==> config.mk <==
export PLATFORM = sky130hd
export DESIGN_NAME = ecp_score
export DESIGN_NICKNAME = d
export VERILOG_FILES = /design/src/rtl/core/ecp_pkg.sv /design/src/rtl/core/ecp_score.sv
export SDC_FILE = /design/constraint.sdc
export NUM_CORES = 1
export LEC_CHECK = 0
export BUFFER_PORTS_ARGS = -buffer_cell sky130_fd_sc_hd__clkbuf_2
export CAP_MARGIN = 20
export CORE_MARGIN = 5
export CORE_UTILIZATION = 57
export CTS_BUF_LIST = sky130_fd_sc_hd__clkbuf_8 sky130_fd_sc_hd__clkbuf_16
export DETAILED_ROUTE_END_ITERATION = 8
export PLACE_DENSITY_LB_ADDON = 0.05
export SYNTH_ARGS = -nofsm -noshare
export SYNTH_HDL_FRONTEND = slang
export SYNTH_SLANG_ARGS = --single-unit
==> constraint.sdc <==
create_clock -name clk -period 5.7 [get_ports clk]
set_clock_uncertainty 0.1 [all_clocks]
set_input_delay 0.285 -clock clk [delete_from_list [all_inputs] [get_ports clk]]
set_output_delay 0.285 -clock clk [all_outputs]
set_load 0.1 [all_outputs]
==> src/rtl/core/ecp_pkg.sv <==
// Shared types and constants for the eviction candidate pool.
// Holds field widths, policy and register codes, and the structs passed
// between the score unit, the pool cells and the top level. No dependencies.
`timescale 1ns / 1ps
`default_nettype none

package ecp_pkg;

    // Field widths
    localparam int KEY_W      = 32;
    localparam int DB_W       = 4;
    localparam int FIELD_W    = 24;
    localparam int EXPIRE_W   = 63;
    localparam int CLOCK_W    = 24;
    localparam int MIN_W      = 16;
    localparam int CNT_W      = 8;
    localparam int SCORE_W    = 64;
    localparam int SLOT_W     = 4;
    localparam int RES_W      = 16;
    localparam int POLICY_W   = 2;

    // Configuration port
    localparam int CFG_INDEX_W = 1;
    localparam int CFG_DATA_W  = 16;
    localparam logic [CFG_INDEX_W-1:0] CFG_POLICY = 1'd0;
    localparam logic [CFG_INDEX_W-1:0] CFG_DECAY  = 1'd1;

    // Policy codes; the unused code scores as soonest expiry
    localparam logic [POLICY_W-1:0] POLICY_LRU = 2'd0;
    localparam logic [POLICY_W-1:0] POLICY_LFU = 2'd1;
    localparam logic [POLICY_W-1:0] POLICY_TTL = 2'd2;

    // Register reset values
    localparam logic [POLICY_W-1:0] POLICY_RESET = POLICY_LRU;
    localparam logic [MIN_W-1:0]    DECAY_RESET  = 16'd1;

    // Parameter defaults
    localparam int POOL_ENTRIES_DEF     = 16;
    localparam int CLOCK_RESOLUTION_DEF = 1000;
    localparam int COUNTER_INIT_DEF     = 5;

    // Stream widths
    localparam int IN_DATA_W  = 168;
    localparam int OUT_DATA_W = 232;

    typedef struct packed {
        logic [KEY_W-1:0]    key_handle;
        logic [DB_W-1:0]     db_index;
        logic [FIELD_W-1:0]  object_field;
        logic [EXPIRE_W-1:0] expire_time;
        logic [CLOCK_W-1:0]  now_clock;
        logic [MIN_W-1:0]    now_minutes;
    } in_item_t;

    typedef struct packed {
        logic [SCORE_W-1:0] score;
        logic [KEY_W-1:0]   key;
        logic [DB_W-1:0]    db;
        logic [FIELD_W-1:0] new_field;
        logic               changed;
    } sample_t;

    typedef struct packed {
        logic               valid;
        logic [SCORE_W-1:0] score;
        logic [KEY_W-1:0]   key;
        logic [DB_W-1:0]    db;
    } entry_t;

    typedef struct packed {
        logic load;
        logic full;
    } cell_ctrl_t;

    typedef struct packed {
        logic [SCORE_W-1:0] score;
        logic [FIELD_W-1:0] new_object_field;
        logic               field_changed;
        logic               inserted;
        logic [SLOT_W-1:0]  slot;
        logic               dropped;
        logic [KEY_W-1:0]   dropped_key;
        logic               best_valid;
        logic [KEY_W-1:0]   best_key;
        logic [DB_W-1:0]    best_db;
        logic [SCORE_W-1:0] best_score;
    } result_t;

endpackage

`default_nettype wire

==> src/rtl/core/ecp_score.sv <==
// Two-stage score unit: age, frequency decay and expiry in the first stage,
// resolution multiply and score select in the second. Depends on ecp_pkg.
`timescale 1ns / 1ps
`default_nettype none

module ecp_score #(
    parameter int CLOCK_RESOLUTION = ecp_pkg::CLOCK_RESOLUTION_DEF,
    parameter int COUNTER_INIT     = ecp_pkg::COUNTER_INIT_DEF
) (
    input  wire                              clk,
    input  wire                              rst_n,
    input  wire  [ecp_pkg::POLICY_W-1:0]     policy,
    input  wire  [ecp_pkg::MIN_W-1:0]        decay_minutes,
    input  wire                              in_valid,
    output logic                             in_ready,
    input  wire  ecp_pkg::in_item_t          in_item,
    output logic                             out_valid,
    input  wire                              out_ready,
    output ecp_pkg::sample_t                 out_sample
);
    import ecp_pkg::*;

    localparam logic [RES_W-1:0] RES       = RES_W'(CLOCK_RESOLUTION);
    localparam logic [CNT_W-1:0] CNT_FLOOR = CNT_W'(2 * COUNTER_INIT);
    localparam int               PROD_W    = CLOCK_W + RES_W;

    // Stage one registers
    logic                  v1_reg;
    logic [POLICY_W-1:0]   policy1_reg;
    logic [CLOCK_W-1:0]    age1_reg;
    logic [CNT_W-1:0]      cnt1_reg;
    logic [EXPIRE_W-1:0]   exp1_reg;
    logic [FIELD_W-1:0]    field1_reg;
    logic                  changed1_reg;
    logic [KEY_W-1:0]      key1_reg;
    logic [DB_W-1:0]       db1_reg;

    // Stage two registers
    logic                  v2_reg;
    sample_t               sample2_reg;

    logic                  adv1;
    logic                  adv2;
    logic [CLOCK_W-1:0]    age_next;
    logic [MIN_W-1:0]      ldt;
    logic [CNT_W-1:0]      cnt;
    logic [CNT_W-1:0]      cnt_half;
    logic [CNT_W-1:0]      cnt_dec;
    logic [MIN_W-1:0]      elapsed;
    logic                  decay;
    logic [CNT_W-1:0]      cnt_next;
    logic [FIELD_W-1:0]    field_next;
    logic [PROD_W-1:0]     product;
    logic [SCORE_W-1:0]    score_next;

    // Stall a stage only when the one after it is full and stalled
    assign adv2     = !v2_reg || out_ready;
    assign adv1     = !v1_reg || adv2;
    assign in_ready = adv1;

    // Wrapped clock age and frequency decay
    always_comb
    begin
        if (in_item.now_clock >= in_item.object_field)
        begin
            age_next = in_item.now_clock - in_item.object_field;
        end
        else
        begin
            age_next = in_item.now_clock - in_item.object_field - CLOCK_W'(1);
        end

        ldt = in_item.object_field[FIELD_W-1:CNT_W];
        cnt = in_item.object_field[CNT_W-1:0];
        if (in_item.now_minutes >= ldt)
        begin
            elapsed = in_item.now_minutes - ldt;
        end
        else
        begin
            elapsed = in_item.now_minutes - ldt - MIN_W'(1);
        end

        cnt_half = cnt >> 1;
        if (cnt > CNT_FLOOR)
        begin
            cnt_dec = (cnt_half < CNT_FLOOR) ? CNT_FLOOR : cnt_half;
        end
        else
        begin
            cnt_dec = cnt - CNT_W'(1);
        end

        decay      = (policy == POLICY_LFU) && (elapsed >= decay_minutes) && (cnt != '0);
        cnt_next   = decay ? cnt_dec : cnt;
        field_next = decay ? {in_item.now_minutes, cnt_dec} : in_item.object_field;
    end

    // Stage one: capture partial scores
    always_ff @(posedge clk or negedge rst_n)
    begin
        if (!rst_n)
        begin
            v1_reg <= 1'b0;
        end
        else if (adv1)
        begin
            v1_reg <= in_valid;
        end
    end

    always_ff @(posedge clk)
    begin
        if (adv1 && in_valid)
        begin
            policy1_reg  <= policy;
            age1_reg     <= age_next;
            cnt1_reg     <= 8'hFF - cnt_next;
            exp1_reg     <= in_item.expire_time;
            field1_reg   <= field_next;
            changed1_reg <= decay;
            key1_reg     <= in_item.key_handle;
            db1_reg      <= in_item.db_index;
        end
    end

    // Scale the age and pick the score of the policy
    always_comb
    begin
        product = PROD_W'(age1_reg) * PROD_W'(RES);
        unique case (policy1_reg)
            POLICY_LRU: score_next = SCORE_W'(product);
            POLICY_LFU: score_next = SCORE_W'(cnt1_reg);
            default:    score_next = ~{1'b0, exp1_reg};
        endcase
    end

    // Stage two: hold the finished sample
    always_ff @(posedge clk or negedge rst_n)
    begin
        if (!rst_n)
        begin
            v2_reg <= 1'b0;
        end
        else if (adv2)
        begin
            v2_reg <= v1_reg;
        end
    end

    always_ff @(posedge clk)
    begin
        if (adv2 && v1_reg)
        begin
            sample2_reg.score     <= score_next;
            sample2_reg.key       <= key1_reg;
            sample2_reg.db        <= db1_reg;
            sample2_reg.new_field <= field1_reg;
            sample2_reg.changed   <= changed1_reg;
        end
    end

    assign out_valid  = v2_reg;
    assign out_sample = sample2_reg;

endmodule

`default_nettype wire

==> metrics.txt, run 1 <==
routed vias/inst around 5.4; DRC violations left 0; die footprint about 33000 um2; crit path launch age1_reg[0]$_DFFE_PP_; CTS Buf Count 29; Setup CP Type flop to flop; Post-synth EDFFs between 200 and 300; Critical Path End Type flop; Synth Area in Compound Gates 0.123; Die X-Extent 183 um; worst slew pin tran 1.03 ns; global route overflow 0; H-tree depth 1; WL met1 between 15000 and 20000 um; crit path DAT around 5.6 ns; largest cells by area after synthesis edfxtp_1 50%, fa_1 10%, ha_1 9.4%, inv_1 4.0%, xnor2_1 2.4%; core area between 20000 and 30000 um2; fillcell total between 2000 and 2500; Worst setup endpoint out_sample[94]$_DFFE_PP_; height of the die 183 um; vias 12200; Detail Route met2 WL 19900 um; total power 12.3 mW; final critical-path required period roughly 5.4 ns; Seq. cell area 8550 um2; layout cells sized above 1 0.215; nets 2242; Port Buffers just over 300; CP max FO 5; CTS Sinks ~290; Slew Viols, Final 0; HPWL Detailed about 30000 um; worst reg2reg endpoint out_sample[94]$_DFFE_PP_; Initial DRC Count 630; RSZ-0062 raised after global routing yes; CTS tree done; Fmax achieved roughly 0.19 GHz; Final Hold Slack 0.0496 ns; initial antenna violation count 5; Final ANT Viol Nets 0; placer's final routability congestion estimate slightly below 0.9; post-synth top area share 0.498; main combinational cell family by area after synthesis adder cells; xor/xnor cell area share of the yosys netlist 0.0426; status completed; met3 wire length 2360 um; GRT Total Usage 0.232; Mapped Avg Cell Area 12.2 um2; FF-to-FF path depth 17; area leader, netlist edfxtp_1; mux cell area share after synthesis 0.00235; endpoints failing setup 0; Rows between 60 and 70; max-cap violation count 0; Starting Density 0.577; Post-Layout Cell Count 2253; 1st-pass router iterations 5; Synth warnings 0; fraction of the mapped netlist area in adder cells 0.197; Async S/R FF share, synth 0.00702; top_reg_cell synth edfxtp_1; Post-Synth Simple-Gate Area 0.0867; top routing layer in use met5; first-pass GRT wire length 63100 um; synth cell count leaders 283 x edfxtp_1, 181 x inv_1, 128 x ha_1; I/O Pins 312; post-DR wirelength/cell 17.8 um; largest net degree at the start of global routing between 100 and 150; Leak 9.24 nW; PwrDens 579 nW/um2; class of the worst hold path primary input to flop; Peak supply drop approximately 0.00043 V; Netlist cell types 87; vias in the first global route 12400; Largest register FFs 125; cell area after synthesis 17100 um2; Critical Path RT between 5 and 6 ns; setup_tns 0 ns; Reg2Reg Launch Point age1_reg[0]$_DFFE_PP_; Clock Latency Late Sink roughly 0.55 ns; area delta synth->final 24.6%; reg2reg setup slack 0.30 ns; area occupied by multi-input gates around 7700 um2; Final Hold Viols 0; Post-Route WL ~40000 um; CTS clock-pin slew for the worst setup and hold paths roughly 0.060 ns; Tcrit/Tclk final 0.948; most frequent cell after synthesis edfxtp_1; post-synth net total 1793; FF+latch count, synth between 200 and 300; normalized max-slew margin 0.313; CTS root buf clkbuf_16; Clock Path Buffers 3; placed cells 2079; register area share after synthesis 0.501; Mapped Cells roughly 1400; Worst setup SP type flop
==> per-layer routing <==
metal,vias to the layer above,GRT usage
met5,-,0
met4,8,0.0533
met3,68,0.0387
met2,371,0.404
met1,5857,0.310
li1,5933,-
==> how the worst min path moves through the flow <==
| stage | startpoint | endpoint | slack, ns | cells after the start |
|---|---|---|---|---|
| after floorplan | rst_n | out_valid$_DFFE_PN0P_ | -0.11 | 0 |
| after global placement | rst_n | out_valid$_DFFE_PN0P_ | -0.03 | 1 |
| after detailed placement | rst_n | v1_reg$_DFFE_PN0N_ | -0.03 | 1 |
| after CTS | in_item[8] | field1_reg[16]$_DFFE_PP_ | 0.0001 | 3 |
| after global routing | in_item[8] | field1_reg[16]$_DFFE_PP_ | 0.03 | 3 |
| final | in_item[122] | field1_reg[19]$_DFFE_PP_ | 0.05 | 3 |
==> logic make-up after synthesis <==
kind of cell    after synthesis
simple gates                282
fa+ha+maj                   216
mux                           4
flops                       285
xor+xnor                     83
compound gates              310
buf+inv                     212
==> where the power goes <==
part	internal, mW	switching [mW]	leakage (nW)	total [mW]
clock	1.01	0.772	0.468	1.78
sequential	2.67	0.102	2.75	2.78
combinational	3.06	4.69	6.02	7.75
==> layout make-up <==
| class | instances | area share |
|---|---|---|
| timing repair buffer | 447 | 0.137 |
| antenna | 1 | 0.000118 |
| clock buffer | 29 | 0.0341 |
| clock inverter | 23 | 0.00754 |
| multi-input combinational | 895 | 0.363 |
| tap | 390 | 0.0230 |
| sequential | 285 | 0.402 |
| inverter | 183 | 0.0323 |
==> through the flow <==
step	utilization	instance area, um2	setup WS [ns]
finish	0.719	21300	0.299
global route	0.719	21300	-0.0143
floorplan	-	17100	0.542
CTS	0.718	21200	0.191
detailed placement	0.647	19100	0.195
global placement	0.647	19100	0.333
==> timing repair <==
action | in CTS | in global routing
endpoints found under the hold margin | 119 | 0
hold buffers | 120 | 0
setup endpoints to repair | 0 | 3
resized for setup | 0 | 2
buffers inserted | 0 | 0
==> critical path: stages, from the launching register on <==
cell and delay [ns]:
edfxtp_1 0.48, fa_1 0.60, inv_1 0.07, fa_1 0.48, fa_1 0.54, inv_1 0.05
fa_1 0.46, ha_1 0.37, a21o_1 0.20, a21oi_1 0.19, a32oi_1 0.20, a211oi_1 0.29
buf_4 0.16, o211ai_1 0.15, o41ai_2 0.34, o21ai_0 0.18, xnor2_1 0.17, o22ai_1 0.08
==> cell usage in the layout (no fill, tap or decap), types with 8 or more instances in the layout <==
| master | instances |
|---|---|
| buf_4 | 13 |
| xnor2_1 | 47 |
| o21a_1 | 13 |
| fa_1 | 88 |
| dlygate4sd3_1 | 120 |
| o21ai_0 | 67 |
| and3_1 | 11 |
| nor2_1 | 75 |
| nand4_1 | 16 |
| nor3_1 | 24 |
| nor2b_1 | 16 |
| clkbuf_2 | 311 |
| nand2b_1 | 13 |
| a21o_1 | 34 |
| o211ai_1 | 8 |
| a21oi_1 | 70 |
| nand3_1 | 26 |
| o22ai_1 | 26 |
| a211oi_1 | 11 |
| inv_1 | 189 |
| clkbuf_16 | 29 |
| xor2_1 | 36 |
| nand2_1 | 55 |
| ha_1 | 128 |
| edfxtp_1 | 283 |
Note: power is estimated with default switching activity, not from simulation.
==> run 2: changes to the inputs <==
--- a/config.mk
+++ b/config.mk
@@ -11,7 +11,7 @@
 export CORE_UTILIZATION = 57
 export CTS_BUF_LIST = sky130_fd_sc_hd__clkbuf_8 sky130_fd_sc_hd__clkbuf_16
 export DETAILED_ROUTE_END_ITERATION = 8
-export PLACE_DENSITY_LB_ADDON = 0.05
+export PLACE_DENSITY = 0.85
 export SYNTH_ARGS = -nofsm -noshare
 export SYNTH_HDL_FRONTEND = slang
 export SYNTH_SLANG_ARGS = --single-unit
==> run 2 against run 1 <==
Clock power increased by 9%. First-iteration DRC count up 18%. Core utilization is 0.53 points higher. Final cell count about the same. Non-clock buffer count stayed put. Total power grew 1.3%. Maximum frequency fell by 1.9%. Combinational power about the same. Critical path depth grew 7. Critical path type is now primary input to flop. Critical endpoint is now field1_reg[22]$_DFFE_PP_. Highest routed layer unchanged.
==> metrics.txt, run 2 (synthesis results as in run 1) <==
CP max FO 16 (+11); Clock Latency Late Sink 0.58 ns (+0.03 ns); routed vias/inst 5.52 (+1.6%); layout cells sized above 1 0.221 (+0.00555); crit path DAT 5.85 ns (+0.28 ns); CTS tree done; CTS clock-pin slew for the worst setup and hold paths 0.07 ns (about the same); switch share 0.455 (+0.00227); H-tree depth 1 (unchanged); vias 12400 (+1.7%); area delta synth->final 25.6%; crit-path cells dlygate4sd3_1 > clkbuf_2 > ha_1 > o21a_1 > o31a_1 > o31a_1 > o31a_1 > nand2_1 > nand2_1 > a222oi_1 > nor2_1 > xnor2_1 > ha_1 > a21o_1 > a21o_1 > a21o_1 > a2111oi_1 > buf_4 > nor3_2 > nor2_1 > inv_2 > buf_12 > o21ai_0 > dlygate4sd3_1; nets 2243 (+0.045%); status completed; Rows 63 (unchanged); Starting Density 0.577 (unchanged); Slew Viols, Final 0 (unchanged); Die X-Extent 183 um (unchanged); die footprint 33500 um2 (unchanged); Final Hold Viols 0 (unchanged); max-cap violation count 0 (unchanged); sequential share of power 0.223 (-0.003); placer's final routability congestion estimate 0.924 (+4.1%); fillcell total 1998 (-5.8%); clock power share 0.156 (+0.011); initial antenna violation count 2 (-3); endpoints failing setup 0 (unchanged); Largest register FFs 125 (unchanged); setup_tns 0 ns (unchanged); slowest CP cell dlygate4sd3_1; HPWL Detailed 29600 um (+1.2%); Clock Path Buffers 3 (unchanged); Fmax achieved 0.182 GHz (-1.9%); worst slew pin tran 1.10 ns (+0.0727 ns); Leak 9.30 nW (+0.62%); largest net degree at the start of global routing 159 (+29%); final critical-path required period 5.50 ns (+0.103 ns); 1st-pass router iterations 5 (unchanged); CTS root buf clkbuf_16; normalized max-slew margin 0.265 (-0.0485); I/O Pins 312 (unchanged); # diodes 0 (-1); GRT Total Usage 0.238 (+0.00527); Worst setup SP type primary input; first-pass GRT wire length 64900 um (+2.9%); CP max stage delay 0.57 ns (-0.03 ns); Final ANT Viol Nets 0 (unchanged); CTS Sinks 285 (unchanged); global route overflow 0 (unchanged); Sw Pwr 5.67 mW (+1.8%); Peak supply drop 0.000470 V (+8.8%); Post-Route WL 41000 um (+2.1%); Critical Path End Type flop; core area 29600 um2 (unchanged); height of the die 183 um (unchanged); DRC violations left 0 (unchanged); class of the worst hold path primary input to flop; total power 12.5 mW (+1.3%); Gate power share 0.621 (-0.009); Port Buffers 311 (unchanged); Buf+Inv Stages, Crit Path 6 (+3); Critical Path RT 6.04 ns (+0.17 ns); post-DR wirelength/cell 18.2 um (+2.0%); Setup CP Type primary input to flop; CP top delay family compound AO/OA/AOI/OAI gates; vias in the first global route 12800 (+3.7%); internal power 6.80 mW (+0.88%); PwrDens 582 nW/um2 (+0.55%); Initial DRC Count 742 (+18%); Tcrit/Tclk final 0.966 (+0.0181); CTS Buf Count 30 (+3.4%); most frequent cells in the layout 311 x clkbuf_2, 283 x edfxtp_1, 189 x inv_1; commonest non-fill, non-tap cell in the layout clkbuf_2
[run 2: final timing paths]
| check | from | to | slack [ns] | depth (start not counted) |
|---|---|---|---|---|
| worst min register to register | field1_reg[9]$_DFFE_PP_ | out_sample[10]$_DFFE_PP_ | 0.30 | 0 |
| min in group asynchronous | rst_n | out_valid$_DFFE_PN0P_ | 0.53 | 3 |
| max in group asynchronous | rst_n | v1_reg$_DFFE_PN0N_ | 4.84 | 3 |
| worst max register to register | age1_reg[11]$_DFFE_PP_ | out_sample[94]$_DFFE_PP_ | 0.27 | 16 |
| worst min-delay path | in_item[3] | field1_reg[11]$_DFFE_PP_ | 0.02 | 3 |
| worst max-delay path | in_item[2] | field1_reg[22]$_DFFE_PP_ | 0.20 | 24 |
[run 2: through the flow]
stage	instances	hold WS (ns)	instance area, um2	util	setup WS [ns]
after floorplan	1392	-0.111	17100	-	0.542
after global placement	2075	-0.0290	19100	0.646	0.175
after detailed placement	2075	-0.0272	19100	0.646	0.0581
after CTS	2251	0.00176	21300	0.721	0.0830
after global routing	2255	0.0248	21400	0.724	-0.00689
final	2255	0.0162	21400	0.724	0.196
[run 2: final cells by class]
type                            instances  area, um2  share of cell area
Sequential cell                       285       8550               0.399
Clock inverter                         21        200             0.00935
Clock buffer                           34        806              0.0376
Inverter                              183        687              0.0321
Timing Repair Buffer                  447       2920               0.136
Tap cell                              390        488              0.0228
Multi-Input combinational cell        895       7760               0.363
[run 2: power by group through the flow]
stage	clock network, mW	registers (mW)	logic [mW]
2_1_floorplan	0	3.87	4.90
3_3_place_gp	0	2.80	7.31
3_5_place_dp	0	2.82	7.53
4_1_cts	1.97	2.78	7.67
5_1_grt	2.08	2.80	8.51
6_report	1.94	2.78	7.74
[run 2: tightest hold or removal path, stage by stage]
cell	delay (ns)
clkbuf_2	0.09
o21ai_0	0.07
o21ai_0	0.11
[run 2: layer usage]
| metal | up-vias | routed length, um | track usage |
|---|---|---|---|
| met4 | 4 | 1250 | 0.0647 |
| met5 | - | 37 | 0 |
| met1 | 5946 | 16000 | 0.304 |
| li1 | 5946 | - | - |
| met2 | 449 | 20900 | 0.424 |
| met3 | 95 | 2800 | 0.0371 |
[run 2: timing repair]
| item | CTS | global route |
|---|---|---|
| buffers inserted | 0 | 3 |
| endpoints found under the hold margin | 120 | 0 |
| pin swaps | 0 | 4 |
| hold buffers | 121 | 0 |
| setup endpoints to repair | 1 | 3 |
| resized for setup | 1 | 7 |
